===== src/hw/rtl/fpba_pkg.sv =====
// ----------------------------------------------------------------------------
// Fenced page bump allocator package
// Shared widths, codes and the page entry layout of the allocator core.
// ----------------------------------------------------------------------------
package fpba_pkg;

   localparam int MAX_PAGES   = 16;
   localparam int PAGE_IDX_W  = $clog2(MAX_PAGES);
   localparam int PAGE_CNT_W  = $clog2(MAX_PAGES + 1);
   localparam int OFFSET_BITS = 25;
   localparam int ALIGN_W     = 5;
   localparam int FENCE_W     = 64;

   // Alignment arithmetic spans the largest alignment (2^31) plus one carry bit.
   localparam int SPAN_W = 32;
   localparam int END_W  = SPAN_W + 1;

   localparam logic [OFFSET_BITS-1:0] PAGE_BYTES_RESET = OFFSET_BITS'(65536);

   localparam int REQ_FIELDS_W = OFFSET_BITS + ALIGN_W + FENCE_W;
   localparam int REQ_TDATA_W  = ((REQ_FIELDS_W + 7) / 8) * 8;
   localparam int RSP_FIELDS_W = PAGE_IDX_W + OFFSET_BITS + PAGE_CNT_W;
   localparam int RSP_TDATA_W  = ((RSP_FIELDS_W + 7) / 8) * 8;

   typedef enum logic {
      OP_ALLOC   = 1'b0,
      OP_RECLAIM = 1'b1
   } op_type;

   typedef enum logic [1:0] {
      STATUS_OK        = 2'd0,
      STATUS_NEW_PAGE  = 2'd1,
      STATUS_POOL_FULL = 2'd2,
      STATUS_TOO_LARGE = 2'd3
   } status_type;

   typedef struct packed {
      logic [FENCE_W-1:0]     fence;
      logic [OFFSET_BITS-1:0] fill;
   } page_entry_type;

   localparam int PAGE_ENTRY_W = $bits(page_entry_type);

endpackage


===== src/hw/rtl/fpba_ram.sv =====
// ----------------------------------------------------------------------------
// Generic simple dual-port RAM
// One write port and one read port, read data registered.
// ----------------------------------------------------------------------------
module fpba_ram #(
   parameter int WIDTH = 8,
   parameter int DEPTH = 16
) (
   input  logic                                      clock,
   input  logic                                      wr_en,
   input  logic [((DEPTH > 1) ? $clog2(DEPTH) : 1)-1:0] wr_addr,
   input  logic [WIDTH-1:0]                          wr_data,
   input  logic [((DEPTH > 1) ? $clog2(DEPTH) : 1)-1:0] rd_addr,
   output logic [WIDTH-1:0]                          rd_data
);

   logic [WIDTH-1:0] mem_ff [DEPTH];
   logic [WIDTH-1:0] rd_data_ff;

   always_ff @(posedge clock) begin
      if (wr_en) begin
         mem_ff[wr_addr] <= wr_data;
      end
      rd_data_ff <= mem_ff[rd_addr];
   end

   assign rd_data = rd_data_ff;

endmodule


===== src/hw/rtl/fenced_page_bump_allocator_core.sv =====
// ----------------------------------------------------------------------------
// Fenced page bump allocator core
// Bump allocation over an ordered list of pages with fence-based recycling.
// ----------------------------------------------------------------------------
//
//   Port group  Direction  Contents
//   req_*       in         allocate or reclaim transaction
//   rsp_*       out        one result transaction per request
//   csr_*       in         page size register write
//
// After reset a sweep initializes the memories; no request is taken meanwhile.
// An allocate passes ST_A_SLOT and ST_A_CALC, loading its result in ST_A_CALC.
// A reclaim steps ST_R_ISSUE, ST_R_SLOT and ST_R_TEST per page examined, then
// ST_COPY rewrites the order list after a rotation and ST_R_DONE loads the result.
// A stalled result holds back the next result; the next request is still
// accepted meanwhile.
//
module fenced_page_bump_allocator_core (
   input  logic                                clock,
   input  logic                                reset,
   input  logic                                csr_we,
   input  logic [fpba_pkg::OFFSET_BITS-1:0]    csr_wdata,
   input  logic                                req_tvalid,
   output logic                                req_tready,
   // request_bytes, align_log2, fence_value (from bit 0 up), zero padded
   input  logic [fpba_pkg::REQ_TDATA_W-1:0]    req_tdata,
   // op
   input  logic [0:0]                          req_tuser,
   output logic                                rsp_tvalid,
   input  logic                                rsp_tready,
   // page_index, byte_offset, pages_freed (from bit 0 up), zero padded
   output logic [fpba_pkg::RSP_TDATA_W-1:0]    rsp_tdata,
   // status
   output logic [1:0]                          rsp_tuser
);

   import fpba_pkg::*;

   typedef enum logic [8:0] {
      ST_CLEAR   = 9'b000000001,
      ST_IDLE    = 9'b000000010,
      ST_A_SLOT  = 9'b000000100,
      ST_A_CALC  = 9'b000001000,
      ST_R_ISSUE = 9'b000010000,
      ST_R_SLOT  = 9'b000100000,
      ST_R_TEST  = 9'b001000000,
      ST_COPY    = 9'b010000000,
      ST_R_DONE  = 9'b100000000
   } state_type;

   state_type                state_ff, state_in;
   logic [PAGE_CNT_W-1:0]    cnt_ff, cnt_in;
   logic [PAGE_CNT_W-1:0]    k_ff, k_in;
   logic [PAGE_CNT_W-1:0]    piu_ff, piu_in;
   logic                     bank_ff, bank_in;
   logic [PAGE_IDX_W-1:0]    last_ff, last_in;
   logic [PAGE_IDX_W-1:0]    slot_ff, slot_in;
   logic [OFFSET_BITS-1:0]   page_bytes_ff, page_bytes_in;
   logic [OFFSET_BITS-1:0]   size_ff, size_in;
   logic [ALIGN_W-1:0]       align_ff, align_in;
   logic [FENCE_W-1:0]       fence_ff, fence_in;
   logic                     rsp_valid_ff, rsp_valid_in;
   status_type               rsp_status_ff, rsp_status_in;
   logic [PAGE_IDX_W-1:0]    rsp_page_ff, rsp_page_in;
   logic [OFFSET_BITS-1:0]   rsp_offset_ff, rsp_offset_in;
   logic [PAGE_CNT_W-1:0]    rsp_freed_ff, rsp_freed_in;

   // Memory ports
   logic                     page_we;
   logic [PAGE_IDX_W-1:0]    page_waddr, page_raddr;
   page_entry_type           page_wdata;
   logic [PAGE_ENTRY_W-1:0]  page_rdata;
   logic                     ord0_we, ord1_we;
   logic [PAGE_IDX_W-1:0]    ord_waddr, ord_raddr, ord_wdata;
   logic [PAGE_IDX_W-1:0]    ord0_rdata, ord1_rdata, order_rdata;

   // Datapath
   page_entry_type           entry_rd;
   logic [SPAN_W-1:0]        fill_ext, align_mask, aligned;
   logic [END_W-1:0]         next_end;
   logic                     fits, too_large, pool_full, walk_stop, out_free, accept;
   logic [FENCE_W-1:0]       fence_max;
   logic [PAGE_CNT_W-1:0]    copy_sum, copy_wrap;
   logic [PAGE_IDX_W-1:0]    copy_raddr;

   fpba_ram #(.WIDTH(PAGE_ENTRY_W), .DEPTH(MAX_PAGES)) u_page_ram (
      .clock   (clock),
      .wr_en   (page_we),
      .wr_addr (page_waddr),
      .wr_data (page_wdata),
      .rd_addr (page_raddr),
      .rd_data (page_rdata)
   );

   // The order list lives in two banks; a rotation copies one into the other.
   fpba_ram #(.WIDTH(PAGE_IDX_W), .DEPTH(MAX_PAGES)) u_order_ram0 (
      .clock   (clock),
      .wr_en   (ord0_we),
      .wr_addr (ord_waddr),
      .wr_data (ord_wdata),
      .rd_addr (ord_raddr),
      .rd_data (ord0_rdata)
   );

   fpba_ram #(.WIDTH(PAGE_IDX_W), .DEPTH(MAX_PAGES)) u_order_ram1 (
      .clock   (clock),
      .wr_en   (ord1_we),
      .wr_addr (ord_waddr),
      .wr_data (ord_wdata),
      .rd_addr (ord_raddr),
      .rd_data (ord1_rdata)
   );

   assign order_rdata = bank_ff ? ord1_rdata : ord0_rdata;
   assign entry_rd    = page_entry_type'(page_rdata);

   assign req_tready = (state_ff == ST_IDLE);
   assign accept     = req_tvalid && req_tready;
   assign out_free   = !rsp_valid_ff || rsp_tready;

   // Bump arithmetic on the tail page.
   assign fill_ext   = SPAN_W'(entry_rd.fill);
   assign align_mask = (SPAN_W'(1) << align_ff) - SPAN_W'(1);
   assign aligned    = (fill_ext + align_mask) & ~align_mask;
   assign next_end   = END_W'(aligned) + END_W'(size_ff);
   assign fits       = next_end <= END_W'(page_bytes_ff);
   assign too_large  = size_ff > page_bytes_ff;
   assign pool_full  = piu_ff == PAGE_CNT_W'(MAX_PAGES);
   assign fence_max  = (fence_ff > entry_rd.fence) ? fence_ff : entry_rd.fence;

   // A page stops the walk when it is still in flight or holds nothing.
   assign walk_stop = (entry_rd.fence > fence_ff) || (entry_rd.fill == '0);

   // Source position for the rotation: (i + k) mod pages_in_use inside the list.
   assign copy_sum   = cnt_ff + k_ff;
   assign copy_wrap  = (copy_sum >= piu_ff) ? (copy_sum - piu_ff) : copy_sum;
   assign copy_raddr = (cnt_ff < piu_ff) ? copy_wrap[PAGE_IDX_W-1:0]
                                         : cnt_ff[PAGE_IDX_W-1:0];

   always_comb begin
      state_in      = state_ff;
      cnt_in        = cnt_ff;
      k_in          = k_ff;
      piu_in        = piu_ff;
      bank_in       = bank_ff;
      last_in       = last_ff;
      slot_in       = slot_ff;
      size_in       = size_ff;
      align_in      = align_ff;
      fence_in      = fence_ff;
      rsp_valid_in  = rsp_valid_ff && !rsp_tready;
      rsp_status_in = rsp_status_ff;
      rsp_page_in   = rsp_page_ff;
      rsp_offset_in = rsp_offset_ff;
      rsp_freed_in  = rsp_freed_ff;
      page_bytes_in = csr_we ? csr_wdata : page_bytes_ff;

      page_we    = 1'b0;
      page_waddr = '0;
      page_wdata = '0;
      page_raddr = '0;
      ord0_we    = 1'b0;
      ord1_we    = 1'b0;
      ord_waddr  = '0;
      ord_wdata  = '0;
      ord_raddr  = '0;

      unique case (state_ff)
         ST_CLEAR: begin
            page_we    = 1'b1;
            page_waddr = cnt_ff[PAGE_IDX_W-1:0];
            ord0_we    = 1'b1;
            ord_waddr  = cnt_ff[PAGE_IDX_W-1:0];
            ord_wdata  = cnt_ff[PAGE_IDX_W-1:0];
            if (cnt_ff == PAGE_CNT_W'(MAX_PAGES - 1)) begin
               cnt_in   = '0;
               state_in = ST_IDLE;
            end else begin
               cnt_in = cnt_ff + PAGE_CNT_W'(1);
            end
         end
         ST_IDLE: begin
            ord_raddr = PAGE_IDX_W'(piu_ff - PAGE_CNT_W'(1));
            if (accept) begin
               size_in  = req_tdata[OFFSET_BITS-1:0];
               align_in = req_tdata[OFFSET_BITS +: ALIGN_W];
               fence_in = req_tdata[OFFSET_BITS + ALIGN_W +: FENCE_W];
               k_in     = '0;
               if (op_type'(req_tuser[0]) == OP_ALLOC) begin
                  state_in = ST_A_SLOT;
               end else begin
                  state_in = ST_R_ISSUE;
               end
            end
         end
         ST_A_SLOT: begin
            ord_raddr  = piu_ff[PAGE_IDX_W-1:0];
            page_raddr = order_rdata;
            last_in    = order_rdata;
            state_in   = ST_A_CALC;
         end
         ST_A_CALC: begin
            // Addresses are held so the read data stays put while the output stalls.
            ord_raddr  = piu_ff[PAGE_IDX_W-1:0];
            page_raddr = last_ff;
            if (out_free) begin
               rsp_valid_in  = 1'b1;
               rsp_freed_in  = '0;
               rsp_page_in   = '0;
               rsp_offset_in = '0;
               priority if (fits) begin
                  rsp_status_in    = STATUS_OK;
                  rsp_page_in      = last_ff;
                  rsp_offset_in    = aligned[OFFSET_BITS-1:0];
                  page_we          = 1'b1;
                  page_waddr       = last_ff;
                  page_wdata.fill  = next_end[OFFSET_BITS-1:0];
                  page_wdata.fence = fence_max;
               end else if (too_large) begin
                  rsp_status_in = STATUS_TOO_LARGE;
               end else if (pool_full) begin
                  rsp_status_in = STATUS_POOL_FULL;
               end else begin
                  // The fresh page is empty, so the request lands at offset zero.
                  rsp_status_in    = STATUS_NEW_PAGE;
                  rsp_page_in      = order_rdata;
                  page_we          = 1'b1;
                  page_waddr       = order_rdata;
                  page_wdata.fill  = size_ff;
                  page_wdata.fence = fence_ff;
                  piu_in           = piu_ff + PAGE_CNT_W'(1);
               end
               state_in = ST_IDLE;
            end
         end
         ST_R_ISSUE: begin
            ord_raddr = k_ff[PAGE_IDX_W-1:0];
            if (k_ff == piu_ff) begin
               state_in = ST_R_DONE;
            end else begin
               state_in = ST_R_SLOT;
            end
         end
         ST_R_SLOT: begin
            ord_raddr  = k_ff[PAGE_IDX_W-1:0];
            page_raddr = order_rdata;
            slot_in    = order_rdata;
            state_in   = ST_R_TEST;
         end
         ST_R_TEST: begin
            page_raddr = slot_ff;
            if (walk_stop) begin
               cnt_in = '0;
               if (k_ff != '0) begin
                  state_in = ST_COPY;
               end else begin
                  state_in = ST_R_DONE;
               end
            end else begin
               page_we    = 1'b1;
               page_waddr = slot_ff;
               k_in       = k_ff + PAGE_CNT_W'(1);
               state_in   = ST_R_ISSUE;
            end
         end
         ST_COPY: begin
            // Read slot copy_raddr of the live bank; write slot cnt-1 of the other.
            ord_raddr = copy_raddr;
            ord_waddr = PAGE_IDX_W'(cnt_ff - PAGE_CNT_W'(1));
            ord_wdata = order_rdata;
            if (cnt_ff != '0) begin
               ord0_we = bank_ff;
               ord1_we = !bank_ff;
            end
            if (cnt_ff == PAGE_CNT_W'(MAX_PAGES)) begin
               bank_in  = !bank_ff;
               state_in = ST_R_DONE;
            end else begin
               cnt_in = cnt_ff + PAGE_CNT_W'(1);
            end
         end
         ST_R_DONE: begin
            if (out_free) begin
               rsp_valid_in  = 1'b1;
               rsp_status_in = STATUS_OK;
               rsp_page_in   = '0;
               rsp_offset_in = '0;
               rsp_freed_in  = k_ff;
               state_in      = ST_IDLE;
            end
         end
         default: begin
            state_in = ST_CLEAR;
            cnt_in   = '0;
         end
      endcase
   end

   always_ff @(posedge clock) begin
      if (reset) begin
         state_ff      <= ST_CLEAR;
         cnt_ff        <= '0;
         k_ff          <= '0;
         piu_ff        <= PAGE_CNT_W'(1);
         bank_ff       <= 1'b0;
         page_bytes_ff <= PAGE_BYTES_RESET;
         rsp_valid_ff  <= 1'b0;
      end else begin
         state_ff      <= state_in;
         cnt_ff        <= cnt_in;
         k_ff          <= k_in;
         piu_ff        <= piu_in;
         bank_ff       <= bank_in;
         page_bytes_ff <= page_bytes_in;
         rsp_valid_ff  <= rsp_valid_in;
      end
      last_ff       <= last_in;
      slot_ff       <= slot_in;
      size_ff       <= size_in;
      align_ff      <= align_in;
      fence_ff      <= fence_in;
      rsp_status_ff <= rsp_status_in;
      rsp_page_ff   <= rsp_page_in;
      rsp_offset_ff <= rsp_offset_in;
      rsp_freed_ff  <= rsp_freed_in;
   end

   assign rsp_tvalid = rsp_valid_ff;
   assign rsp_tuser  = rsp_status_ff;
   assign rsp_tdata  = {{(RSP_TDATA_W - RSP_FIELDS_W){1'b0}},
                        rsp_freed_ff, rsp_offset_ff, rsp_page_ff};

   // The list never shrinks below one page nor grows past the pool.
   a_piu_range: assert property (@(posedge clock) disable iff (reset)
      (piu_ff >= PAGE_CNT_W'(1)) && (piu_ff <= PAGE_CNT_W'(MAX_PAGES)))
      else $error("pages in use out of range");

   // The reclaim walk never counts past the end of the list.
   a_walk_bound: assert property (@(posedge clock) disable iff (reset)
      (state_ff == ST_R_ISSUE || state_ff == ST_R_SLOT || state_ff == ST_R_TEST ||
       state_ff == ST_COPY || state_ff == ST_R_DONE) |-> (k_ff <= piu_ff))
      else $error("reclaim walk passed the list end");

   // A new result only comes from one of the two completing states.
   a_rsp_source: assert property (@(posedge clock) disable iff (reset)
      $rose(rsp_valid_ff) |->
         ($past(state_ff) == ST_A_CALC || $past(state_ff) == ST_R_DONE))
      else $error("result loaded outside a completing state");

   // A fresh page grows the list by exactly one.
   a_new_page: assert property (@(posedge clock) disable iff (reset)
      (state_ff == ST_A_CALC && out_free && !fits && !too_large && !pool_full) |=>
         (piu_ff == $past(piu_ff) + PAGE_CNT_W'(1)))
      else $error("list length not bumped on a new page");

endmodule

===== config.mk =====
export PLATFORM = sky130hd
export DESIGN_NAME = fenced_page_bump_allocator_core
export DESIGN_NICKNAME = d
export VERILOG_FILES = /design/src/hw/rtl/fpba_pkg.sv /design/src/hw/rtl/fpba_ram.sv /design/src/hw/rtl/fenced_page_bump_allocator_core.sv
export SDC_FILE = /design/constraint.sdc
export NUM_CORES = 2
export LEC_CHECK = 0
export CORE_ASPECT_RATIO = 0.8
export CORE_MARGIN = 3
export CORE_UTILIZATION = 40
export CTS_CLUSTER_DIAMETER = 100
export DETAILED_ROUTE_END_ITERATION = 12
export DONT_BUFFER_PORTS = 1
export PLACE_DENSITY = 0.54
export SLEW_MARGIN = 40
export SYNTH_ARGS = -nofsm -noshare
export SYNTH_HDL_FRONTEND = slang
export SYNTH_SLANG_ARGS = --single-unit

===== constraint.sdc =====
create_clock -name clock -period 24.1 [get_ports clock]
set_input_delay 1.205 -clock clock [delete_from_list [all_inputs] [get_ports clock]]
set_output_delay 1.205 -clock clock [all_outputs]
set_load 0.03 [all_outputs]

==> impl_metrics.py <==
metrics = {
    "clock_network": {
        "cts_resized": 0,
        "cts_tree": "done",
        "cts_hold_buf": 0,
        "htreeDepth": 4,
        "insertion_delay_ns": 0.82,
        "clock_sink_count": 1838,
        "cts_buffers": 182,
        "ctsRootBufferMaster": "clkbuf_16",
        "post_cts_buffers": 0,
        "clkTransAtPathRegs_ns": 0.06,
        "cts_buffer_depth": 3,
    },
    "yosys": {
        "async_flop_share_pct": 0,
        "postSynthCellCount": 6320,
        "synth_edf_count": 1690,
        "ys_ff_latch": 1838,
        "ys_types": 82,
        "ys_seq_area_share_pct": 68.6,
        "synth_warnings": 0,
        "netlist_area_um2": 78300,
        "avgSynthCellArea_um2": 12.4,
        "synth_flop_cell": "edfxtp_1",
    },
    "die": {
        "chipHeight_um": 402,
        "rows": 144,
        "die_area_um2": 201000,
        "start_util_pct": 40.5,
        "coreArea_um2": 194000,
        "dieWidth_um": 501,
        "floorplan.io_pins": 171,
    },
    "placement": {
        "place_ws_ns": 11.75,
        "hpwl_um": 115000,
        "port_buffers": 0,
        "place.gp.congestion": 0.867,
        "placed_area_um2": 81400,
    },
    "route": {
        "firstDrtPassIters": 6,
        "drt_iter0_markers": 5294,
        "antenna_left": 0,
        "finalWirelength_um": 216000,
        "via_per_inst": 5.61,
        "vias": 50187,
        "routedWlPerCell_um": 24.1,
        "drcViolationCount": 0,
    },
    "critical_path": {
        "cp_slowest_cell": "edfxtp_1",
        "max_stage_delay_ns": 0.81,
        "path_buf_inv": 4,
        "cp-start-kind": "flip-flop",
        "required_ns": 24.54,
        "cp_top_family": "compound AO/OA/AOI/OAI gates",
        "critical_path_class": "reg2reg",
        "cp-end-kind": "flip-flop",
        "cp.arrival_ns": 13.08,
        "cp_max_fo": 40,
    },
    "job": {
        "cap_violations": 0,
    },
    "pwr": {
        "p_int_w": 0.00599,
        "p_leak_nw": 32.2,
        "p_clk_share_pct": 33.4,
        "p_switching_w": 0.00258,
        "combPwrFrac_pct": 20.8,
        "seqPwrFrac_pct": 45.7,
        "vdd_ir_drop_max_uv": 103,
        "switching_share_pct": 30.2,
        "powerDensity_nw_per_um2": 97.8,
    },
    "layout": {
        "fillerInstances": 17363,
        "area_delta_synth_final_pct": 12.0,
        "fin_area_um2": 87600,
        "drive_above_1_share_pct": 7.62,
        "fin_util_pct": 45.3,
        "layout.nets": 6556,
    },
    "sta": {
        "rsz0062_at_grt": "false",
        "finalMaxSlewViolations": 0,
        "slew_headroom_pct": 40.7,
        "max_freq_mhz": 79.1,
        "clock_skew_ns": 0.0303,
        "setup_tns_ns": 0,
        "setup_violations": 0,
        "hold_ws_ns": 0.474,
        "worst_slack_ns": 11.46,
        "fin_crit_sh_pct": 52.5,
        "hold_violations": 0,
        "tightest_slew_ns": 0.886,
        "post-route-min-period_ns": 12.64,
    },
    "global_route": {
        "track_usage_pct": 21.0,
        "grt_pass1_wl_um": 318000,
        "grt.overflow.total": 0,
        "grt_max_degree": 153,
        "grt_pass1_vias": 47826,
        "antenna_found_initial": 2,
    },
    "run_status": {
        "status": "completed",
    },
    "worst_hold_path": {
        "min_path_type": "in2reg",
    },
}
final timing paths:
| kind | start | endpoint | slack [ns] | cells past startpoint |
|---|---|---|---|---|
| max | align_ff[3]$_DFFE_PP_ | u_page_ram.mem_ff[3][74]$_DFFE_PP_ | 11.46 | 42 |
| min | reset | page_bytes_ff[22]$_SDFFE_PP0P_ | 0.47 | 1 |
| max reg2reg | align_ff[3]$_DFFE_PP_ | u_page_ram.mem_ff[3][74]$_DFFE_PP_ | 11.46 | 42 |
| min reg2reg | page_bytes_ff[4]$_SDFFE_PP0P_ | page_bytes_ff[4]$_SDFFE_PP0P_ | 0.50 | 2 |
flip-flops by register name (all words and copies together), names as in the netlist, 9 cells and up:
signal               count
fence_ff                64
state_ff                 9
u_order_ram0.mem_ff     64
u_order_ram1.mem_ff     64
u_page_ram.mem_ff     1424
page_bytes_ff           25
size_ff                 25
u_page_ram.rd_data      89
rsp_offset_ff           25
power groups by stage:
stage | Clock, W | Combinational [W] | Sequential (W)
finish | 0.00286 | 0.00179 | 0.00392
global route | 0.00306 | 0.00194 | 0.00394
CTS | 0.00293 | 0.00177 | 0.00392
detailed placement | 0 | 0.00176 | 0.00399
global placement | 0 | 0.00173 | 0.00398
floorplan | 0 | 0.00113 | 0.00397
cells in the mapped netlist, types with 9 or more instances:
library cell / instances / area share, %
buf_1: 20 / 0.096
mux2i_1: 138 / 1.8
a311oi_1: 268 / 3.0
buf_4: 10 / 0.096
o21ai_0: 76 / 0.49
nand2_1: 1583 / 7.6
and3_1: 187 / 1.5
a211oi_1: 17 / 0.16
o21a_1: 22 / 0.21
a31oi_1: 97 / 0.78
xor2_1: 21 / 0.23
nor4_1: 18 / 0.14
a21oi_1: 211 / 1.3
o211ai_1: 21 / 0.20
ha_1: 192 / 3.1
a22oi_1: 65 / 0.62
dfxtp_1: 148 / 3.8
a22o_1: 25 / 0.28
clkbuf_1: 291 / 1.4
buf_2: 61 / 0.39
xnor2_1: 36 / 0.40
nor3b_1: 18 / 0.17
nand4_1: 39 / 0.31
nor2b_1: 10 / 0.080
nor3_1: 55 / 0.35
edfxtp_1: 1690 / 65
a21o_1: 37 / 0.35
nand3_1: 402 / 2.6
inv_1: 157 / 0.75
and2_1: 9 / 0.072
nor2_1: 238 / 1.1
or2_2: 9 / 0.072
nand2b_1: 10 / 0.080
through the flow:
stage,total power [W],instances
2_1_floorplan,0.00510,6325
3_3_place_gp,0.00572,8594
3_5_place_dp,0.00574,8601
4_1_cts,0.00861,8944
5_1_grt,0.00894,8948
6_report,0.00857,8950
final cells by class:
| cell class | instances | area [µm²] | area share (%) |
|---|---|---|---|
| clock inverters | 69 | 756 | 0.862 |
| diodes | 3 | 7.51 | 0.00857 |
| inverters | 157 | 589 | 0.672 |
| flip-flops and latches | 1838 | 53700 | 61.3 |
| repair buffers | 109 | 1220 | 1.39 |
| clock buffers | 274 | 5290 | 6.03 |
| well taps | 2555 | 3200 | 3.65 |
| multi-input cells | 3945 | 22900 | 26.1 |
cell usage in the layout (no fill, tap or decap), types with 10 or more instances in the layout:
cell type  Yosys  routed
edfxtp_1    1690    1690
nand2_1     1583    1582
nand3_1      402     402
a311oi_1     268     268
a21oi_1      211     206
ha_1         192     192
clkbuf_16      0     188
nor2_1       238     187
and3_1       187     186
inv_1        157     157
dfxtp_1      148     148
mux2i_1      138     137
a31oi_1       97      97
o21ai_0       76      71
a22oi_1       65      65
clkbuf_1     291      60
buf_4         10      55
nor3_1        55      48
nor2_2         0      47
nand4_1       39      39
a21o_1        37      37
xnor2_1       36      36
buf_6          3      34
clkbuf_8       0      26
a22o_1        25      25
clkinv_2       0      22
o211ai_1      21      21
xor2_1        21      21
clkinv_1       0      21
o21a_1        22      19
nor4_1        18      18
a211oi_1      17      17
nor3b_1       18      14
buf_12         0      12
bufinv_16      0      11
nor2b_1       10      10
nand2b_1      10      10
metal layers:
layer	part of all wire (%)	GRT usage (%)
met2	45	32.0
met3	6.5	3.78
met4	1.9	4.79
met1	47	31.1
met5	0.0056	0
kinds of logic after synthesis:
| logic type | synth area share, % |
|---|---|
| AOI/OAI and AO/OA | 8.55 |
| xor gates and xnor gates | 0.638 |
| adders and majority gates | 3.17 |
| buffers and inverters | 2.77 |
| DFF | 68.6 |
| muxes | 1.79 |
| other | 0.00479 |
| and+or+nand+nor | 14.5 |
No activity file was read; power rests on OpenSTA's default activity.
